<file path="src/rtl/sclp_pkg.sv">
`timescale 1ns / 1ps
`default_nettype none
// ----------------------------------------------------------------------------
// sclp_pkg
// Types, constants and sizes shared by the soft-constraint logistic penalty
// core: channel payloads, row queue entries, divider control, back-end states.
// ----------------------------------------------------------------------------
package sclp_pkg;

   // row queue between front and back
   localparam int QDEPTH = 4;
   localparam int QAW    = $clog2(QDEPTH);
   localparam int QCW    = $clog2(QDEPTH + 1);

   // logistic evaluation
   localparam int SAT_ARGUMENT = 16;
   localparam int ZMAG_W       = 56;
   localparam logic [ZMAG_W-1:0] SAT_LIMIT = ZMAG_W'(SAT_ARGUMENT * 65536);
   localparam int TAYLOR_TERMS = 13;
   localparam int KW           = $clog2(TAYLOR_TERMS + 1);
   localparam int SQUARINGS    = 6;
   localparam int SQW          = $clog2(SQUARINGS);

   localparam logic [15:0] SHARP_RESET = 16'd256;

   // shared divider
   localparam int DVD_W       = 64;
   localparam int DVS_W       = 33;
   localparam int DIV_CNT_W   = $clog2(DVD_W + 1);
   localparam int STEPS_FULL  = DVD_W;
   localparam int STEPS_SHORT = DVD_W / 2;

   typedef struct packed {
      logic signed [31:0] coefficient;
      logic signed [31:0] operand_value;
      logic signed [31:0] row_bound;
      logic               last_term;
   } req_payload_type;

   typedef struct packed {
      logic [16:0] smooth_step;
      logic [14:0] step_slope;
   } rsp_payload_type;

   typedef struct packed {
      logic [63:0] row_sum;
      logic [31:0] bound;
   } q_entry_type;

   typedef struct packed {
      logic        push;
      q_entry_type entry;
   } q_push_type;

   typedef struct packed {
      logic           empty;
      logic [QCW-1:0] count;
   } q_stat_type;

   typedef struct packed {
      logic             start;
      logic             short_mode;
      logic [DVD_W-1:0] dividend;
      logic [DVS_W-1:0] divisor;
   } div_req_type;

   typedef enum logic [4:0] {
      BK_IDLE,
      BK_DIFF,
      BK_MAG,
      BK_ZHI,
      BK_ZLO,
      BK_ZSUM,
      BK_ZCHK,
      BK_TMUL,
      BK_TDIV,
      BK_TWAIT,
      BK_CLAMP,
      BK_SQMUL,
      BK_SQRND,
      BK_SDIV,
      BK_SWAIT,
      BK_QDIV,
      BK_QWAIT,
      BK_SMUL,
      BK_SRND,
      BK_DONE
   } back_state_type;

endpackage
`default_nettype wire

</file>
<file path="src/rtl/sclp_queue.sv">
`timescale 1ns / 1ps
`default_nettype none
// ----------------------------------------------------------------------------
// sclp_queue
// Short register queue of finished row sums between the term intake and the
// logistic back end.
// ----------------------------------------------------------------------------
module sclp_queue (
   input  wire logic                 clock,
   input  wire logic                 reset,
   input  wire sclp_pkg::q_push_type q_push,
   input  wire logic                 q_pop,
   output sclp_pkg::q_entry_type     q_head,
   output sclp_pkg::q_stat_type      q_stat
);

   sclp_pkg::q_entry_type entries_ff [sclp_pkg::QDEPTH];
   logic [sclp_pkg::QAW-1:0] wr_ptr_ff;
   logic [sclp_pkg::QAW-1:0] rd_ptr_ff;
   logic [sclp_pkg::QCW-1:0] count_ff;
   logic [sclp_pkg::QCW-1:0] count_in;

   assign q_head       = entries_ff[rd_ptr_ff];
   assign q_stat.count = count_ff;
   assign q_stat.empty = count_ff == '0;

   always_comb begin
      count_in = count_ff;
      case ({q_push.push, q_pop})
         2'b10:   count_in = count_ff + 1'b1;
         2'b01:   count_in = count_ff - 1'b1;
         default: count_in = count_ff;
      endcase
   end

   always_ff @(posedge clock) begin
      if (reset) begin
         wr_ptr_ff <= '0;
         rd_ptr_ff <= '0;
         count_ff  <= '0;
      end else begin
         if (q_push.push) begin
            wr_ptr_ff <= wr_ptr_ff + 1'b1;
         end
         if (q_pop) begin
            rd_ptr_ff <= rd_ptr_ff + 1'b1;
         end
         count_ff <= count_in;
      end
   end

   always_ff @(posedge clock) begin
      if (q_push.push) begin
         entries_ff[wr_ptr_ff] <= q_push.entry;
      end
   end

endmodule
`default_nettype wire

</file>
<file path="config.mk">
export PLATFORM = sky130hd
export DESIGN_NAME = sclp_queue
export DESIGN_NICKNAME = d
export VERILOG_FILES = /design/src/rtl/sclp_pkg.sv /design/src/rtl/sclp_queue.sv
export SDC_FILE = /design/constraint.sdc
export NUM_CORES = 1
export LEC_CHECK = 0
export BUFFER_PORTS_ARGS = -buffer_cell sky130_fd_sc_hd__buf_2
export CORE_ASPECT_RATIO = 1.75
export CORE_MARGIN = 2
export CORE_UTILIZATION = 35
export CTS_BUF_LIST = sky130_fd_sc_hd__clkbuf_4
export DETAILED_ROUTE_END_ITERATION = 8
export PLACE_DENSITY = 0.52
export SYNTH_ARGS = -nofsm -noshare
export SYNTH_HDL_FRONTEND = slang
export SYNTH_SLANG_ARGS = --single-unit
export TNS_END_PERCENT = 1
</file>
<file path="constraint.sdc">
create_clock -name clock -period 3.16 [get_ports clock]
set_clock_uncertainty 0.05 [all_clocks]
set_input_delay 0.474 -clock clock [delete_from_list [all_inputs] [get_ports clock]]
set_output_delay 0.474 -clock clock [all_outputs]
set_load 0.01 [all_outputs]
</file>
==> results.md <==
- Outcome: complete, no violations
- Synth warnings: 0
- ANT nets after route: 0
- Worst setup SP type: register
- CTS resizes: 0
- Placed Cells: 1282
- Commonest non-fill, non-tap cell in the layout: edfxtp_1
- CP max stage cell: dfxtp_4
- Die area: 42510 sq um
- Total nets after synthesis: around 650
- Final Power: between 0.01 and 0.015 W
- Ports: 200
- Synthesized area: 14290 sq um
- Initial antenna violation count: 3
- Pwr Density: approximately 620 nW/um^2
- Row count: 97
- Area delta synth->final: 27.38%
- Setup crit end kind: primary output
- Pre-antenna DRT Iters: 5
- Htree depth: 3
- F_max: 0.3454 GHz
- Largest net degree at the start of global routing: slightly below 100
- RSZ-0062 raised after global routing: false
- Max Slew Vio Count: 0
- Family with the most delay on the worst path: flip-flops
- Core area: roughly 40000 sq um
- Root Driver: clkbuf_4
- Die Height: approximately 270 um
- Worst EP required: ~2.6 ns
- Layout cell share with drive strength beyond 1: 0.4498
- DP Worst Slack: about 0.80 ns
- Overflow after GRT: 0
- Routed vias/inst: ~4.6
- Horiz. Die Dim: 156.7 um
- DRC viols: 0
- Fillers: 3424
- First-pass GRT wire length: between 40000 and 50000 um
- Post-synthesis cell type count: 21
- Synth Register Bits: about 390
- Static Leak: 6.234 nW
- CTS sink cnt: roughly 390
- WS Path Type: reg -> out
- Drt wl/cell: roughly 19 um
- Fin nets: 1033
- GRT Util Overall: 0.1434
- VDD IR max: about 0.35 mV
- Rel. slew slack: 0.5759
- Initial drt markers: between 150 and 200
- Crit-path max FO: 18
- Worst-Skew Late Latency: between 0.7 and 0.8 ns
- Reg2reg path depth: 4
- Post-Route WL: slightly below 30000 um
- Final core utilization: 0.4530
- Max incr delay on CP: between 0.6 and 0.7 ns
- WP buf/inv: 2
- Buffers added on ports: roughly 200
- Clock-pin slew on the worst setup and hold paths: ~0.08 ns
- Worst setup margin: 0.2649 ns
- Vias: a little over 7000
- Non-filler instance count after layout: around 1500
- Post-Synthesis Cells: approximately 550
- CTS Buffer Depth: 3
- Gp weighted congestion: between 0.6 and 0.7
- Critical path, cell by cell: buf_12, mux4_2, buf_2
- Stages on worst setup path: 3
- Hold Violations, Final: 0
- Avg Cell Area, Syn: approximately 26 sq um
- Max cap viols: 0
- Initial Utilization: 0.3556
- Actual slew at the worst max-slew pin: 0.6362 ns
- TritonCTS clock tree: yes
- Fin crit period: 2.895 ns
- HP Class: in -> reg
- Cts bufs inserted: 87
- Setup violators final: 0
- Hold path depth: 2
- Fin crit share: 0.9162
- Placed wire-length estimate: approximately 17000 um
- Via count of the first global-routing pass: between 8000 and 9000
- CP arrival: 2.37 ns
- Commonest non-fill, non-tap cells in the layout: edfxtp_1, buf_2, clkbuf_4
- Register area share after synthesis: 0.8198
[stage by stage]
step	TNS [ns]	area, sq um	hold WS, ns
after floorplan	-30.69	14290	0.4347
after global placement	0	16030	0.4386
after detailed placement	0	16030	0.4652
after CTS	0	18190	0.3278
after global routing	0	18200	0.3483
final	0	18200	0.4257
[layout make-up]
class,instances,area (sq um),share of cell area
Sequential cell,393,11720,0.6440
Timing Repair Buffer,313,2225,0.1222
Inverter,6,22.52,0.001238
Antenna cell,3,7.507,0.0004125
Multi-Input combinational cell,126,2394,0.1315
Clock inverter,42,279.0,0.01533
Tap cell,544,680.7,0.03740
Clock buffer,116,870.8,0.04785
[state kept, by name (all words and copies together) (netlist names), named ones only]
register	count
entries_ff	384
wr_ptr_ff	2
rd_ptr_ff	2
count_ff	3
[worst paths after layout]
| check | start | endpoint | slack, ns |
|---|---|---|---|
| worst min-delay path | q_push[39] | entries_ff[1][39]$_DFFE_PP_ | 0.43 |
| worst max-delay path | register | q_head[69] | 0.26 |
| worst max register to register | wr_ptr_ff[0]$_SDFFE_PP0P_ | entries_ff[2][89]$_DFFE_PP_ | 1.24 |
| worst min register to register | count_ff[2]$_SDFFE_PP0P_ | count_ff[2]$_SDFFE_PP0P_ | 0.48 |
[cells in the mapped netlist, drive strengths merged]
cell type / count / area share
clkbuf: 6 / 0.0016
nor2: 8 / 0.0021
nor3: 1 / 0.00035
edfxtp: 384 / 0.81
a21oi: 2 / 0.00070
fa: 1 / 0.0014
xnor2: 2 / 0.0012
ha: 5 / 0.0044
mux4: 96 / 0.15
or3: 1 / 0.00044
dfxtp: 9 / 0.013
mux2i: 1 / 0.00070
buf: 17 / 0.010
inv: 6 / 0.0016
nand2: 1 / 0.00026
o21ai: 1 / 0.00035
and2: 4 / 0.0018
xor2: 3 / 0.0018
[kinds of logic after synthesis]
family | count (synthesis) | share of synthesized area
and+or+nand+nor | 15 | 0.004904
muxes | 97 | 0.1520
xor gates and xnor gates | 5 | 0.003066
DFF | 393 | 0.8198
buffers and inverters | 29 | 0.01340
AOI/OAI and AO/OA | 3 | 0.001051
adders and majority gates | 6 | 0.005780
[per-layer routing]
layer  share of wire  track usage  wire, um  up-vias
li1                -            -         -     3166
met1            0.34       0.1400     10180     3679
met2            0.59       0.2754     17310      196
met3           0.043      0.03544      1286       55
met4           0.028      0.06784       815        0
met5               0            0         0        -
[report_power, final]
group | switching, W | internal [W]
registers | 0.0000819 | 0.00598
clock network | 0.00189 | 0.00206
logic | 0.000616 | 0.000595
total | 0.00258 | 0.00864
[what timing repair did]
item / in CTS / in global routing
setup buffers: 1 / 0
hold buffers: 99 / 0
endpoints found under the setup margin: 53 / 0
endpoints found under the hold margin: 393 / 0
No activity file was read; power rests on OpenSTA's default activity.
