File: config.mk
export PLATFORM = sky130hd
export DESIGN_NAME = sclp_front
export DESIGN_NICKNAME = d
export VERILOG_FILES = /design/src/rtl/sclp_pkg.sv /design/src/rtl/sclp_front.sv
export SDC_FILE = /design/constraint.sdc
export NUM_CORES = 2
export LEC_CHECK = 0
export BUFFER_PORTS_ARGS = -buffer_cell sky130_fd_sc_hd__buf_2
export CORE_MARGIN = 2
export CORE_UTILIZATION = 60
export DETAILED_ROUTE_END_ITERATION = 7
export PLACE_DENSITY = 0.89
export SLEW_MARGIN = 40
export SYNTH_ARGS = -nofsm -noshare
export SYNTH_HDL_FRONTEND = slang
export SYNTH_SLANG_ARGS = --single-unit
File: constraint.sdc
create_clock -name clock -period 8.8 [get_ports clock]
set_input_delay 0.44 -clock clock [delete_from_list [all_inputs] [get_ports clock]]
set_output_delay 0.44 -clock clock [all_outputs]
set_load 0.01 [all_outputs]
File: src/rtl/sclp_pkg.sv
`timescale 1ns / 1ps
`default_nettype none
// ----------------------------------------------------------------------------
// sclp_pkg
// Types, constants and sizes shared by the soft-constraint logistic penalty
// core: channel payloads, row queue entries, divider control, back-end states.
// ----------------------------------------------------------------------------
package sclp_pkg;

   // row queue between front and back
   localparam int QDEPTH = 4;
   localparam int QAW    = $clog2(QDEPTH);
   localparam int QCW    = $clog2(QDEPTH + 1);

   // logistic evaluation
   localparam int SAT_ARGUMENT = 16;
   localparam int ZMAG_W       = 56;
   localparam logic [ZMAG_W-1:0] SAT_LIMIT = ZMAG_W'(SAT_ARGUMENT * 65536);
   localparam int TAYLOR_TERMS = 13;
   localparam int KW           = $clog2(TAYLOR_TERMS + 1);
   localparam int SQUARINGS    = 6;
   localparam int SQW          = $clog2(SQUARINGS);

   localparam logic [15:0] SHARP_RESET = 16'd256;

   // shared divider
   localparam int DVD_W       = 64;
   localparam int DVS_W       = 33;
   localparam int DIV_CNT_W   = $clog2(DVD_W + 1);
   localparam int STEPS_FULL  = DVD_W;
   localparam int STEPS_SHORT = DVD_W / 2;

   typedef struct packed {
      logic signed [31:0] coefficient;
      logic signed [31:0] operand_value;
      logic signed [31:0] row_bound;
      logic               last_term;
   } req_payload_type;

   typedef struct packed {
      logic [16:0] smooth_step;
      logic [14:0] step_slope;
   } rsp_payload_type;

   typedef struct packed {
      logic [63:0] row_sum;
      logic [31:0] bound;
   } q_entry_type;

   typedef struct packed {
      logic        push;
      q_entry_type entry;
   } q_push_type;

   typedef struct packed {
      logic           empty;
      logic [QCW-1:0] count;
   } q_stat_type;

   typedef struct packed {
      logic             start;
      logic             short_mode;
      logic [DVD_W-1:0] dividend;
      logic [DVS_W-1:0] divisor;
   } div_req_type;

   typedef enum logic [4:0] {
      BK_IDLE,
      BK_DIFF,
      BK_MAG,
      BK_ZHI,
      BK_ZLO,
      BK_ZSUM,
      BK_ZCHK,
      BK_TMUL,
      BK_TDIV,
      BK_TWAIT,
      BK_CLAMP,
      BK_SQMUL,
      BK_SQRND,
      BK_SDIV,
      BK_SWAIT,
      BK_QDIV,
      BK_QWAIT,
      BK_SMUL,
      BK_SRND,
      BK_DONE
   } back_state_type;

endpackage
`default_nettype wire

File: src/rtl/sclp_front.sv
`timescale 1ns / 1ps
`default_nettype none
// ----------------------------------------------------------------------------
// sclp_front
// Term intake: registered signed product, row accumulation, and hand-off of
// each finished row sum with its bound to the row queue.
// ----------------------------------------------------------------------------
module sclp_front (
   input  wire logic                     clock,
   input  wire logic                     reset,
   input  wire logic                     req_valid,
   output logic                          req_stall,
   input  wire sclp_pkg::req_payload_type req_data,
   input  wire sclp_pkg::q_stat_type     q_stat,
   output sclp_pkg::q_push_type          q_push
);

   logic               accept;
   logic signed [63:0] prod_in;
   logic signed [63:0] prod_ff;
   logic               vld_ff;
   logic               last_ff;
   logic [31:0]        bound_ff;
   logic [63:0]        acc_ff;
   logic [63:0]        acc_in;
   logic [63:0]        row_sum;
   logic [sclp_pkg::QCW:0] committed;

   // reserve a queue slot for a row end still in the product stage
   assign committed = {1'b0, q_stat.count} + (sclp_pkg::QCW + 1)'(vld_ff & last_ff);
   assign req_stall = committed >= (sclp_pkg::QCW + 1)'(sclp_pkg::QDEPTH);
   assign accept    = req_valid & ~req_stall;

   assign prod_in = req_data.coefficient * req_data.operand_value;
   assign row_sum = acc_ff + prod_ff;

   always_comb begin
      acc_in             = acc_ff;
      q_push.push        = 1'b0;
      q_push.entry.row_sum = row_sum;
      q_push.entry.bound = bound_ff;
      if (vld_ff) begin
         if (last_ff) begin
            q_push.push = 1'b1;
            acc_in      = '0;
         end else begin
            acc_in = row_sum;
         end
      end
   end

   always_ff @(posedge clock) begin
      if (reset) begin
         vld_ff <= 1'b0;
         acc_ff <= '0;
      end else begin
         vld_ff <= accept;
         acc_ff <= acc_in;
      end
   end

   always_ff @(posedge clock) begin
      if (accept) begin
         prod_ff  <= prod_in;
         last_ff  <= req_data.last_term;
         bound_ff <= req_data.row_bound;
      end
   end

endmodule
`default_nettype wire

==> results.sh <==
export IMPL_status="completed"
export IMPL_die_height_um=278.0
export IMPL_multiInputGateArea_um2=36140
export IMPL_min_from="req_data[28]"
export IMPL_crit_family="adder cells"
export IMPL_first_pass_iters=6
export IMPL_synth_edf_count=97
export IMPL_gr_usage_met2_pct=55.15
export IMPL_worstPathCellList="buf_2, nand2_1, fa_1, inv_1, fa_1, inv_1, fa_1, inv_1, fa_1, fa_1, fa_1, fa_1, fa_1, ha_1, and4_1, and3_1, nand4_1, a2111oi_0, buf_4, and3b_1, o21a_1, o21ba_2, xnor2_1"
export IMPL_cp_required_ps=8980
export IMPL_grt_pass1_wl_um=196700
export IMPL_setup_viol=0
export IMPL_drv_slew=0
export IMPL_synth_area_um2=45040
export IMPL_grt_pass1_vias=38340
export IMPL_grt_use_met3_pct=7.572
export IMPL_slew_headroom_pct=42.15
export IMPL_tightestPinTransition_ps=867.7
export IMPL_ctsHoldBuffers=0
export IMPL_avgRoutedWirePerCell_um=20.70
export IMPL_syn_avg_cell_area_um2=9.463
export IMPL_routed_via_density=5.906
export IMPL_via_count=34080
export IMPL_drive_above_1_share_pct=6.731
export IMPL_finalNetCount=6220
export IMPL_first_iter_violations=2764
export IMPL_yosysWarningCount=0
export IMPL_cts_clk_slew_worst_paths_ps=70
export IMPL_fin_crit_ps=8343
export IMPL_post_cts_buffers=0
export IMPL_core_um2=74320
export IMPL_synth_area_leaders="fa_1 (48%), inv_1 (8.3%), and2_1 (7.4%), ha_1 (6.9%), edfxtp_1 (6.5%)"
export IMPL_hpwl_um=100200
export IMPL_cts_sinks=162
export IMPL_htreeDepth=4
export IMPL_drtAntennaViolNets=0
export IMPL_grt_use_met1_pct=39.23
export IMPL_cts_root_buf="clkbuf_16"
export IMPL_post_route_drc_count=0
export IMPL_rows=100
export IMPL_post_cts_resize_count=0
export IMPL_final_hold_viol_count=0
export IMPL_clockBufferDepth=2
export IMPL_critPathMostFrequentCell="fa_1"
export IMPL_io_buffers=200
export IMPL_syn_nets=6193
export IMPL_track_usage_pct=32.29
export IMPL_clock_latency_ps=440
export IMPL_cp_startpoint="req_data[41]"
export IMPL_end_kind="register"
export IMPL_start_kind="primary input"
export IMPL_path_max_fanout=32
export IMPL_r2r_start="prod_ff[4]"
export IMPL_grt_busiest_layer="met2"
export IMPL_max_stage_delay_ps=790
export IMPL_antenna_found_initial=11
export IMPL_fin_crit_sh_pct=94.81
export IMPL_cp_data_arrival_time_ps=8530
export IMPL_fmax_mhz=119.9
export IMPL_worst_path_buf_inv=5
export IMPL_grt_overflow_total=0
export IMPL_cts_made_buffers=17
export IMPL_synth_top_area_cell="fa_1"
export IMPL_postSynthCellCount=4759
export IMPL_cpMaxStageDelayCell="fa_1"
export IMPL_die_area_um2=77270
export IMPL_yosysSeqAreaShare_pct=9.357
export IMPL_synth_ff_latch_count=162
export IMPL_die_w_um=278.0
export IMPL_grt_max_degree=65
export IMPL_area_growth_pct=5.151
export IMPL_wirelength_um=119500
export IMPL_hp_class="primary input to register"
export IMPL_nFillCells=5511
export IMPL_io_pins=202
export IMPL_maxCapViolCount=0
export IMPL_yosysTopAreaCellShare_pct=48.14
export IMPL_path_class="primary input to register"
export IMPL_grt_setup_unrepaired="no"
export IMPL_final_setup_tns_ps=0
export IMPL_register_area_um2=4214
export IMPL_globalplace_congestion=0.9505
export IMPL_synth_flop_cell="edfxtp_1"
export IMPL_skew_ps=13.18
export IMPL_async_reset_ff_share_pct=0
export IMPL_ys_types=73
export IMPL_cts_tree="built"
export IMPL_initial_core_util_pct=60.60
## cells in the mapped netlist, types with 4 or more instances
library cell	n
clkbuf_1	245
fa_1	1083
nand2b_1	20
a211oi_1	12
a31o_2	5
o21a_1	10
nand4_1	24
o21ai_0	79
and3_1	16
nor2b_1	45
a22o_1	22
dfxtp_1	65
a21o_1	64
o21bai_1	29
a311oi_1	5
inv_1	1001
nor3_1	21
a31oi_1	19
a21oi_1	169
o211ai_1	8
nand2_1	571
and4_1	5
edfxtp_1	97
nor2_1	120
or3_1	7
and2_1	530
ha_1	247
xor2_1	43
xnor2_1	85
a2111oi_0	4
nand3_1	25
a32o_1	4
buf_1	4
a211o_1	6
## metrics by stage
stage                     util, %  instance area (um^2)  hold slack [ps]  std cells  worst slack (ps)
after global placement      62.91                 46750            459.4       5735             334.0
final                       63.72                 47360            174.8       5771             457.0
after global routing        63.71                 47350            156.5       5769             86.78
after detailed placement    62.95                 46780            461.5       5736             90.78
after CTS                   63.70                 47340            158.5       5768             553.3
after floorplan                 -                 45040            445.9       4759             764.9
## sequential cells by signal, indices dropped and copies added (netlist names)
register  flops
acc_ff       64
last_ff       1
prod_ff      64
bound_ff     32
vld_ff        1
## final timing paths
kind | to | slack [ps] | depth (start not counted)
max reg2reg | acc_ff[46] | 5310 | 11
min reg2reg | acc_ff[50] | 470 | 1
min | bound_ff[27] | 170 | 1
max | prod_ff[62] | 460 | 23
## kinds of logic (layout without fill, tap and decap cells)
family,after synthesis,in the layout,synth area share [%]
simple gates,1400,1400,15.57
fa+ha+maj,1330,1330,55.00
buf+inv,1252,1292,10.44
compound gates,486,486,7.115
flops,162,162,9.357
xor+xnor,128,128,2.489
mux,1,1,0.02500
other cells,0,3,0
## area by class of cell
cell class	count	area share [%]
Inverter	1001	7.934
Timing Repair Buffer	259	3.105
Multi-Input combinational cell	3345	76.31
Clock buffer	17	0.8983
Tap cell	969	2.560
Clock inverter	15	0.2774
Antenna cell	3	0.01585
Sequential cell	162	8.899
## metal layers
| metal | part of all wire [%] | vias to the layer above |
|---|---|---|
| met5 | 0.075 | - |
| met2 | 49 | 2072 |
| met4 | 4.5 | 14 |
| met3 | 11 | 479 |
| li1 | - | 14300 |
| met1 | 36 | 17220 |
## cell usage in the layout (no fill, tap or decap), types with 16 or more instances in the layout
cell / count
fa_1: 1082
inv_1: 1001
nand2_1: 571
and2_1: 529
ha_1: 247
buf_2: 199
a21oi_1: 169
nor2_1: 118
edfxtp_1: 97
xnor2_1: 85
o21ai_0: 79
dfxtp_1: 65
a21o_1: 64
buf_4: 58
nor2b_1: 44
xor2_1: 43
o21bai_1: 29
nand3_1: 25
nand4_1: 24
a22o_1: 22
nor3_1: 21
nand2b_1: 20
a31oi_1: 19
clkbuf_16: 17
and3_1: 16
Power is left out: the tool's default activity adds up to more than one toggle a clock period on the data nets, which glitch-free logic cannot reach.
