===== src/rtl/sclp_pkg.sv =====
`timescale 1ns / 1ps
`default_nettype none
// ----------------------------------------------------------------------------
// sclp_pkg
// Types, constants and sizes shared by the soft-constraint logistic penalty
// core: channel payloads, row queue entries, divider control, back-end states.
// ----------------------------------------------------------------------------
package sclp_pkg;

   // row queue between front and back
   localparam int QDEPTH = 4;
   localparam int QAW    = $clog2(QDEPTH);
   localparam int QCW    = $clog2(QDEPTH + 1);

   // logistic evaluation
   localparam int SAT_ARGUMENT = 16;
   localparam int ZMAG_W       = 56;
   localparam logic [ZMAG_W-1:0] SAT_LIMIT = ZMAG_W'(SAT_ARGUMENT * 65536);
   localparam int TAYLOR_TERMS = 13;
   localparam int KW           = $clog2(TAYLOR_TERMS + 1);
   localparam int SQUARINGS    = 6;
   localparam int SQW          = $clog2(SQUARINGS);

   localparam logic [15:0] SHARP_RESET = 16'd256;

   // shared divider
   localparam int DVD_W       = 64;
   localparam int DVS_W       = 33;
   localparam int DIV_CNT_W   = $clog2(DVD_W + 1);
   localparam int STEPS_FULL  = DVD_W;
   localparam int STEPS_SHORT = DVD_W / 2;

   typedef struct packed {
      logic signed [31:0] coefficient;
      logic signed [31:0] operand_value;
      logic signed [31:0] row_bound;
      logic               last_term;
   } req_payload_type;

   typedef struct packed {
      logic [16:0] smooth_step;
      logic [14:0] step_slope;
   } rsp_payload_type;

   typedef struct packed {
      logic [63:0] row_sum;
      logic [31:0] bound;
   } q_entry_type;

   typedef struct packed {
      logic        push;
      q_entry_type entry;
   } q_push_type;

   typedef struct packed {
      logic           empty;
      logic [QCW-1:0] count;
   } q_stat_type;

   typedef struct packed {
      logic             start;
      logic             short_mode;
      logic [DVD_W-1:0] dividend;
      logic [DVS_W-1:0] divisor;
   } div_req_type;

   typedef enum logic [4:0] {
      BK_IDLE,
      BK_DIFF,
      BK_MAG,
      BK_ZHI,
      BK_ZLO,
      BK_ZSUM,
      BK_ZCHK,
      BK_TMUL,
      BK_TDIV,
      BK_TWAIT,
      BK_CLAMP,
      BK_SQMUL,
      BK_SQRND,
      BK_SDIV,
      BK_SWAIT,
      BK_QDIV,
      BK_QWAIT,
      BK_SMUL,
      BK_SRND,
      BK_DONE
   } back_state_type;

endpackage
`default_nettype wire


===== src/rtl/sclp_divider.sv =====
`timescale 1ns / 1ps
`default_nettype none
// ----------------------------------------------------------------------------
// sclp_divider
// Restoring radix-2 unsigned divider, one quotient bit per cycle. Short mode
// runs half the steps on a dividend whose low half is zero.
// ----------------------------------------------------------------------------
module sclp_divider (
   input  wire logic                  clock,
   input  wire logic                  reset,
   input  wire sclp_pkg::div_req_type div_req,
   output logic                       div_busy,
   output logic [sclp_pkg::DVD_W-1:0] div_quot
);

   logic                           busy_ff;
   logic [sclp_pkg::DIV_CNT_W-1:0] cnt_ff;
   logic [sclp_pkg::DVS_W-1:0]     rem_ff;
   logic [sclp_pkg::DVD_W-1:0]     qd_ff;
   logic [sclp_pkg::DVS_W-1:0]     dvs_ff;
   logic [sclp_pkg::DVS_W:0]       shifted;
   logic [sclp_pkg::DVS_W+1:0]     trial;
   logic                           fits;

   assign shifted  = {rem_ff, qd_ff[sclp_pkg::DVD_W-1]};
   assign trial    = {1'b0, shifted} - {2'b00, dvs_ff};
   assign fits     = ~trial[sclp_pkg::DVS_W+1];
   assign div_busy = busy_ff;
   assign div_quot = qd_ff;

   always_ff @(posedge clock) begin
      if (reset) begin
         busy_ff <= 1'b0;
         cnt_ff  <= '0;
      end else if (div_req.start) begin
         busy_ff <= 1'b1;
         cnt_ff  <= div_req.short_mode ? sclp_pkg::DIV_CNT_W'(sclp_pkg::STEPS_SHORT)
                                       : sclp_pkg::DIV_CNT_W'(sclp_pkg::STEPS_FULL);
      end else if (busy_ff) begin
         cnt_ff <= cnt_ff - 1'b1;
         if (cnt_ff == sclp_pkg::DIV_CNT_W'(1)) begin
            busy_ff <= 1'b0;
         end
      end
   end

   always_ff @(posedge clock) begin
      if (div_req.start) begin
         rem_ff <= '0;
         qd_ff  <= div_req.dividend;
         dvs_ff <= div_req.divisor;
      end else if (busy_ff) begin
         // remainder stays below the divisor, so the low bits suffice
         rem_ff <= fits ? trial[sclp_pkg::DVS_W-1:0] : shifted[sclp_pkg::DVS_W-1:0];
         qd_ff  <= {qd_ff[sclp_pkg::DVD_W-2:0], fits};
      end
   end

endmodule
`default_nettype wire


===== src/rtl/sclp_back.sv =====
`timescale 1ns / 1ps
`default_nettype none
// ----------------------------------------------------------------------------
// sclp_back
// Logistic back end: bound difference, sharpness scaling, saturation check,
// exp(-|z|) by Taylor series and repeated squaring, logistic value and slope,
// with a shared multiplier, a shared divider and an output register.
// ----------------------------------------------------------------------------
module sclp_back (
   input  wire logic                  clock,
   input  wire logic                  reset,
   input  wire logic [15:0]           sharpness,
   input  wire sclp_pkg::q_stat_type  q_stat,
   input  wire sclp_pkg::q_entry_type q_head,
   output logic                       q_pop,
   output logic                       rsp_valid,
   input  wire logic                  rsp_stall,
   output sclp_pkg::rsp_payload_type  rsp_data
);

   sclp_pkg::back_state_type state_ff, state_in;

   logic [63:0]                 acc_ff, acc_in;
   logic [31:0]                 bnd_ff, bnd_in;
   logic [63:0]                 d_ff, d_in;
   logic                        neg_ff, neg_in;
   logic [63:0]                 mag_ff, mag_in;
   logic [47:0]                 phi_ff, phi_in;
   logic [sclp_pkg::ZMAG_W-1:0] zmag_ff, zmag_in;
   logic [31:0]                 w_ff, w_in;
   logic [32:0]                 term_ff, term_in;
   logic signed [36:0]          sum_ff, sum_in;
   logic [sclp_pkg::KW-1:0]     k_ff, k_in;
   logic [31:0]                 e_ff, e_in;
   logic [sclp_pkg::SQW-1:0]    sq_ff, sq_in;
   logic [16:0]                 smooth_ff, smooth_in;
   logic [31:0]                 q_ff, q_in;
   logic [14:0]                 slope_ff, slope_in;
   logic [65:0]                 mul_ff;
   logic [32:0]                 mul_a, mul_b;
   logic                        rsp_vld_ff, rsp_vld_in;
   sclp_pkg::rsp_payload_type   rsp_data_ff, rsp_data_in;

   sclp_pkg::div_req_type       div_req;
   logic                        div_busy;
   logic [sclp_pkg::DVD_W-1:0]  div_quot;

   logic                        sat_hit;
   logic                        out_free;
   logic [32:0]                 den;
   logic [31:0]                 den_half;
   logic [65:0]                 rnd_sq;
   logic [65:0]                 rnd_slope;
   logic [32:0]                 tq;

   sclp_divider u_divider (
      .clock    (clock),
      .reset    (reset),
      .div_req  (div_req),
      .div_busy (div_busy),
      .div_quot (div_quot)
   );

   assign sat_hit   = zmag_ff >= sclp_pkg::SAT_LIMIT;
   assign out_free  = ~rsp_vld_ff | ~rsp_stall;
   assign den       = {1'b1, e_ff};
   assign den_half  = {1'b1, e_ff[31:1]};
   assign rnd_sq    = mul_ff + 66'h8000_0000;
   assign rnd_slope = mul_ff + 66'h8000_0000_0000;
   assign tq        = div_quot[32:0];
   assign rsp_valid = rsp_vld_ff;
   assign rsp_data  = rsp_data_ff;

   // next state
   always_comb begin
      state_in = state_ff;
      unique case (state_ff)
         sclp_pkg::BK_IDLE:  if (!q_stat.empty) state_in = sclp_pkg::BK_DIFF;
         sclp_pkg::BK_DIFF:  state_in = sclp_pkg::BK_MAG;
         sclp_pkg::BK_MAG:   state_in = sclp_pkg::BK_ZHI;
         sclp_pkg::BK_ZHI:   state_in = sclp_pkg::BK_ZLO;
         sclp_pkg::BK_ZLO:   state_in = sclp_pkg::BK_ZSUM;
         sclp_pkg::BK_ZSUM:  state_in = sclp_pkg::BK_ZCHK;
         sclp_pkg::BK_ZCHK:  state_in = sat_hit ? sclp_pkg::BK_DONE : sclp_pkg::BK_TMUL;
         sclp_pkg::BK_TMUL:  state_in = sclp_pkg::BK_TDIV;
         sclp_pkg::BK_TDIV:  state_in = sclp_pkg::BK_TWAIT;
         sclp_pkg::BK_TWAIT: begin
            if (!div_busy) begin
               state_in = (k_ff == sclp_pkg::KW'(sclp_pkg::TAYLOR_TERMS))
                          ? sclp_pkg::BK_CLAMP : sclp_pkg::BK_TMUL;
            end
         end
         sclp_pkg::BK_CLAMP: state_in = sclp_pkg::BK_SQMUL;
         sclp_pkg::BK_SQMUL: state_in = sclp_pkg::BK_SQRND;
         sclp_pkg::BK_SQRND: begin
            state_in = (sq_ff == sclp_pkg::SQW'(sclp_pkg::SQUARINGS - 1))
                       ? sclp_pkg::BK_SDIV : sclp_pkg::BK_SQMUL;
         end
         sclp_pkg::BK_SDIV:  state_in = sclp_pkg::BK_SWAIT;
         sclp_pkg::BK_SWAIT: if (!div_busy) state_in = sclp_pkg::BK_QDIV;
         sclp_pkg::BK_QDIV:  state_in = sclp_pkg::BK_QWAIT;
         sclp_pkg::BK_QWAIT: if (!div_busy) state_in = sclp_pkg::BK_SMUL;
         sclp_pkg::BK_SMUL:  state_in = sclp_pkg::BK_SRND;
         sclp_pkg::BK_SRND:  state_in = sclp_pkg::BK_DONE;
         sclp_pkg::BK_DONE:  if (out_free) state_in = sclp_pkg::BK_IDLE;
         default:            state_in = sclp_pkg::BK_IDLE;
      endcase
   end

   // datapath controls and register updates
   always_comb begin
      acc_in      = acc_ff;
      bnd_in      = bnd_ff;
      d_in        = d_ff;
      neg_in      = neg_ff;
      mag_in      = mag_ff;
      phi_in      = phi_ff;
      zmag_in     = zmag_ff;
      w_in        = w_ff;
      term_in     = term_ff;
      sum_in      = sum_ff;
      k_in        = k_ff;
      e_in        = e_ff;
      sq_in       = sq_ff;
      smooth_in   = smooth_ff;
      q_in        = q_ff;
      slope_in    = slope_ff;
      mul_a       = '0;
      mul_b       = '0;
      div_req     = '0;
      q_pop       = 1'b0;
      rsp_data_in = rsp_data_ff;
      rsp_vld_in  = rsp_vld_ff & rsp_stall;
      unique case (state_ff)
         sclp_pkg::BK_IDLE: begin
            if (!q_stat.empty) begin
               q_pop  = 1'b1;
               acc_in = q_head.row_sum;
               bnd_in = q_head.bound;
            end
         end
         sclp_pkg::BK_DIFF: begin
            d_in = acc_ff - {{16{bnd_ff[31]}}, bnd_ff, 16'h0000};
         end
         sclp_pkg::BK_MAG: begin
            neg_in = d_ff[63];
            mag_in = d_ff[63] ? (64'd0 - d_ff) : d_ff;
         end
         sclp_pkg::BK_ZHI: begin
            mul_a = {1'b0, mag_ff[63:32]};
            mul_b = {17'd0, sharpness};
         end
         sclp_pkg::BK_ZLO: begin
            mul_a  = {1'b0, mag_ff[31:0]};
            mul_b  = {17'd0, sharpness};
            phi_in = mul_ff[47:0];
         end
         sclp_pkg::BK_ZSUM: begin
            zmag_in = {phi_ff, 8'h00} + sclp_pkg::ZMAG_W'(mul_ff[47:24]);
         end
         sclp_pkg::BK_ZCHK: begin
            if (sat_hit) begin
               smooth_in = neg_ff ? 17'd0 : 17'd65536;
               slope_in  = '0;
            end else begin
               // below the limit |z| has at most 20 bits, so w is exact
               w_in    = {zmag_ff[21:0], 10'd0};
               term_in = 33'h1_0000_0000;
               sum_in  = 37'sh1_0000_0000;
               k_in    = sclp_pkg::KW'(1);
            end
         end
         sclp_pkg::BK_TMUL: begin
            mul_a = term_ff;
            mul_b = {1'b0, w_ff};
         end
         sclp_pkg::BK_TDIV: begin
            div_req.start      = 1'b1;
            div_req.short_mode = 1'b1;
            div_req.dividend   = {mul_ff[63:32], 32'd0};
            div_req.divisor    = sclp_pkg::DVS_W'(k_ff);
         end
         sclp_pkg::BK_TWAIT: begin
            if (!div_busy) begin
               term_in = tq;
               sum_in  = k_ff[0] ? (sum_ff - $signed({4'd0, tq}))
                                 : (sum_ff + $signed({4'd0, tq}));
               k_in    = k_ff + 1'b1;
            end
         end
         sclp_pkg::BK_CLAMP: begin
            if (sum_ff[36]) begin
               e_in = '0;
            end else if (|sum_ff[35:32]) begin
               e_in = 32'hFFFF_FFFF;
            end else begin
               e_in = sum_ff[31:0];
            end
            sq_in = '0;
         end
         sclp_pkg::BK_SQMUL: begin
            mul_a = {1'b0, e_ff};
            mul_b = {1'b0, e_ff};
         end
         sclp_pkg::BK_SQRND: begin
            e_in  = rnd_sq[63:32];
            sq_in = sq_ff + 1'b1;
         end
         sclp_pkg::BK_SDIV: begin
            div_req.start      = 1'b1;
            div_req.short_mode = 1'b0;
            div_req.dividend   = neg_ff ? ({16'd0, e_ff, 16'd0} + {32'd0, den_half})
                                        : (64'h1_0000_0000_0000 + {32'd0, den_half});
            div_req.divisor    = den;
         end
         sclp_pkg::BK_SWAIT: begin
            if (!div_busy) smooth_in = div_quot[16:0];
         end
         sclp_pkg::BK_QDIV: begin
            div_req.start      = 1'b1;
            div_req.short_mode = 1'b0;
            div_req.dividend   = {e_ff, 32'd0};
            div_req.divisor    = den;
         end
         sclp_pkg::BK_QWAIT: begin
            if (!div_busy) q_in = div_quot[31:0];
         end
         sclp_pkg::BK_SMUL: begin
            mul_a = {1'b0, q_ff};
            mul_b = 33'h1_0000_0000 - {1'b0, q_ff};
         end
         sclp_pkg::BK_SRND: begin
            slope_in = rnd_slope[62:48];
         end
         sclp_pkg::BK_DONE: begin
            if (out_free) begin
               rsp_vld_in              = 1'b1;
               rsp_data_in.smooth_step = smooth_ff;
               rsp_data_in.step_slope  = slope_ff;
            end
         end
         default: begin
         end
      endcase
   end

   always_ff @(posedge clock) begin
      if (reset) begin
         state_ff   <= sclp_pkg::BK_IDLE;
         rsp_vld_ff <= 1'b0;
      end else begin
         state_ff   <= state_in;
         rsp_vld_ff <= rsp_vld_in;
      end
   end

   always_ff @(posedge clock) begin
      acc_ff      <= acc_in;
      bnd_ff      <= bnd_in;
      d_ff        <= d_in;
      neg_ff      <= neg_in;
      mag_ff      <= mag_in;
      phi_ff      <= phi_in;
      zmag_ff     <= zmag_in;
      w_ff        <= w_in;
      term_ff     <= term_in;
      sum_ff      <= sum_in;
      k_ff        <= k_in;
      e_ff        <= e_in;
      sq_ff       <= sq_in;
      smooth_ff   <= smooth_in;
      q_ff        <= q_in;
      slope_ff    <= slope_in;
      mul_ff      <= mul_a * mul_b;
      rsp_data_ff <= rsp_data_in;
   end

endmodule
`default_nettype wire


===== config.mk =====
export PLATFORM = sky130hd
export DESIGN_NAME = sclp_back
export DESIGN_NICKNAME = d
export VERILOG_FILES = /design/src/rtl/sclp_pkg.sv /design/src/rtl/sclp_divider.sv /design/src/rtl/sclp_back.sv
export SDC_FILE = /design/constraint.sdc
export NUM_CORES = 2
export LEC_CHECK = 0
export BUFFER_PORTS_ARGS = -buffer_cell sky130_fd_sc_hd__buf_2
export CAP_MARGIN = 20
export CORE_MARGIN = 10
export CORE_UTILIZATION = 35
export CTS_CLUSTER_DIAMETER = 100
export CTS_CLUSTER_SIZE = 8
export DETAILED_ROUTE_END_ITERATION = 16
export GPL_ROUTABILITY_DRIVEN = 1
export GPL_TIMING_DRIVEN = 1
export HOLD_SLACK_MARGIN = 0.06
export PLACE_DENSITY_LB_ADDON = 0.05
export SKIP_CTS_REPAIR_TIMING = 1
export SLEW_MARGIN = 20
export SYNTH_ARGS = -nofsm -noshare
export SYNTH_HDL_FRONTEND = slang
export SYNTH_SLANG_ARGS = --single-unit
export TNS_END_PERCENT = 10

===== constraint.sdc =====
create_clock -name clock -period 25.5 [get_ports clock]
set_input_delay 6.375 -clock clock [delete_from_list [all_inputs] [get_ports clock]]
set_output_delay 6.375 -clock clock [all_outputs]
set_load 0.02 [all_outputs]

==> impl_metrics.ini <==
[run_status]
outcome = complete, no violations

[global_routing]
track_usage = 0.2349
globalRoute.totalOverflow = 0
number_of_global_route_vias_before_repair = 55760
grt_start_max_net_pins = 106
grt_pass1_wl_um = 390200
antenna_found_initial = 27

[routing]
highest-signal-layer = met5
detailroute.via_count = 53819
drt-wirelength-per-cell_um = 25.77
drt-pass1-iter-count = 6
drcViolationCount = 0
antenna_violating_nets_post_route = 0
drt-initial-drc-count = 4417
met1Wirelength_um = 116000
total_met3_wirelength_after_detailed_routing_um = 15530
detail_route.wirelength_um = 265800
via_per_inst = 5.219
wl_met2_um = 125200

[finish]
layout.area.seq_sq_um = 21830
final_nets = 9002
num-fill-cells = 20709
finish.cell_count_without_fillers = 10313
area.growth.synth_to_final_pct = 10.87
drive_gt1_frac = 0.07536
multiInputGateArea_sq_um = 45540
finalCoreUtilization = 0.3896

[floorplanning]
initial_core_util = 0.3514
die-area_sq_um = 226300
design.portCount = 153
die_w_um = 475.8
fp.coreArea_sq_um = 206900
placementRows = 167
die_h_um = 475.8

[cts]
cts_tree = yes
clockRootBuffer = clkbuf_16
clk_pin_slew_worst_paths_ps = 50
tritoncts.num_buffers = 105
clk-insertion-delay-late_ps = 780
cts-root-to-sink-buffers = 3
ctsHtreeMaxLevel = 3
number_of_sinks_on_the_clock_net = 764

[placement]
count_of_placed_standard_cells_including_taps = 10108
post-dp-hpwl_um = 201800
port-buffer-count = 149
routabilityCongestion = 0.8666

[timing]
final-setup-viol-count = 0
tns_ps = 0
rsz0062_at_grt = false
period_minus_slack_ps = 15800
fin_crit_sh = 0.6196
worst_pin_slew_ps = 1147
fmaxAchievable_mhz = 63.29
slew_violations = 0
timing_hold_violations_final = 0
max-slew-margin-rel = 0.2292
timing.clock.skew_ps = 76.94

[synth]
synth_sequential_area_ratio = 0.3003
yosys-top-cells-area = edfxtp_1 27%, fa_1 26%, ha_1 7.0%
synth_most_common_cell = inv_1
synth_flop_cell = edfxtp_1
synth-edff-count = 653
yosysWarnings = 0
synth_largest_type_area_fraction = 0.2697
synth_largest_area_cell = edfxtp_1
async_flop_share = 0
synth.cells.most_frequent = 1204 x inv_1, 962 x fa_1, 962 x nand2_1
netlist_area_sq_um = 72700
synth.distinct_cells = 93
postSynthAreaPerCell_sq_um = 9.861
synth-seq-cells = 764
synthesis.instances = 7372

[worst_setup_path]
required_ps = 26130
setup.worst_path.class = primary input to flop
ff_to_ff_end = mul_ff[61]
critPathMaxFanout = 21
crit_path_end_kind = flop
critical-path-slowest-cell = o2111ai_1
regToRegSetupSlack_ps = 13030
worst_setup_path_start_kind = primary input
worst_path_most_repeated_cell = fa_1
worst-endpoint-arrival_ps = 16430
rr_worst_depth = 34
worst_r2r_startpoint = state_ff[2]
slowest_delay_ps = 840

[min_path]
hold_path_end = phi_ff[23]
hold_path.class = flop to flop
worst_hold_path.num_cells = 0
worstHoldStart = mul_ff[23]

[power]
power-per-cell-area_nw_per_um2 = 44.40
leakagePower_nw = 34.07
ir_drop_uv = 55.25

[run]
max_cap_violations = 0
## metrics by stage
stage	setup WS (ps)	area, sq um	total power, mW	hold WS [ps]
CTS	9643	80530	3.622	402.7
floorplan	5700	72840	1.983	385.5
global placement	8758	77360	2.232	389.0
detailed placement	8770	77360	2.235	389.6
global route	9294	80590	3.748	403.2
finish	9700	80600	3.579	399.9
## flip-flops by register name (all words and copies together) (netlist names), 17 cells and up
signal,flops
q_ff,32
rsp_data,32
w_ff,22
smooth_ff,17
u_divider.dvs_ff,33
phi_ff,48
e_ff,32
term_ff,33
d_ff,64
mul_ff,64
u_divider.rem_ff,33
u_divider.div_quot,64
sum_ff,37
zmag_ff,56
mag_ff,64
bnd_ff,32
acc_ff,64
## where the power goes
group / total [mW] / switching [mW] / internal, mW
Combinational: 0.688 / 0.439 / 0.249
Sequential: 1.52 / 0.0727 / 1.45
Clock: 1.37 / 0.582 / 0.785
## worst max-delay path: cells and delay by family
kind                     cells  cell delay, ps
adder cells (fa/ha/maj)      9            4530
buffers and inverters        6             770
AND/OR/NAND/NOR              5             850
AO/OA/AOI/OAI                9            3850
## worst max-delay path by stage
stage | from | end | slack (ps) | cells past startpoint
floorplan | q_stat[3] | q_pop | 5700 | 1
global placement | sharpness[13] | mul_ff[62] | 8760 | 30
detailed placement | sharpness[13] | mul_ff[62] | 8770 | 30
CTS | sharpness[13] | mul_ff[62] | 9640 | 30
global route | sharpness[14] | mul_ff[62] | 9290 | 30
finish | sharpness[13] | mul_ff[60] | 9700 | 29
## placed cells by master (no fill, tap or decap), drive strengths merged, types with 39 or more instances in the layout
master	netlist	routed
inv	1204	1204
nand2	963	963
fa	962	962
nor2	713	713
edfxtp	653	653
ha	408	408
buf	42	327
xnor2	272	272
a21oi	235	235
o21ai	215	215
clkbuf	288	191
xor2	124	124
dfxtp	111	111
a21o	91	91
and3	86	86
nand3	86	86
and2	72	72
nor3	72	72
or3	62	62
a221o	55	55
a22oi	48	48
a221oi	48	48
nand2b	47	47
conb	2	39
nor4	39	39
## layer usage
layer  GRT usage  vias to the layer above
met5           0                        -
met4     0.07130                        2
met3     0.02963                      330
met2      0.3868                     1589
met1      0.3230                    27658
li1            -                    24240
## logic make-up (layout without fill, tap and decap cells)
family / count (synthesis) / in the layout / share of synthesized area
AO/OA/AOI/OAI: 1008 / 1008 / 0.09554
buffers and inverters: 1535 / 1730 / 0.08017
adder cells (fa/ha/maj): 1370 / 1370 / 0.3351
multiplexers: 26 / 26 / 0.003649
AND/OR/NAND/NOR: 2271 / 2271 / 0.1374
other: 2 / 44 / 0.0001033
flip-flops: 764 / 764 / 0.3003
XOR/XNOR: 396 / 396 / 0.04771
## layout make-up
class | instances | share of cell area
timing repair buffer | 327 | 0.02648
antenna | 5 | 0.0001552
inverter | 1205 | 0.05613
sequential | 764 | 0.2709
clock buffer | 191 | 0.03685
tap | 2704 | 0.04198
clock inverter | 7 | 0.002484
multi-input combinational | 5110 | 0.5650
Note: power is estimated with default switching activity, not from simulation.
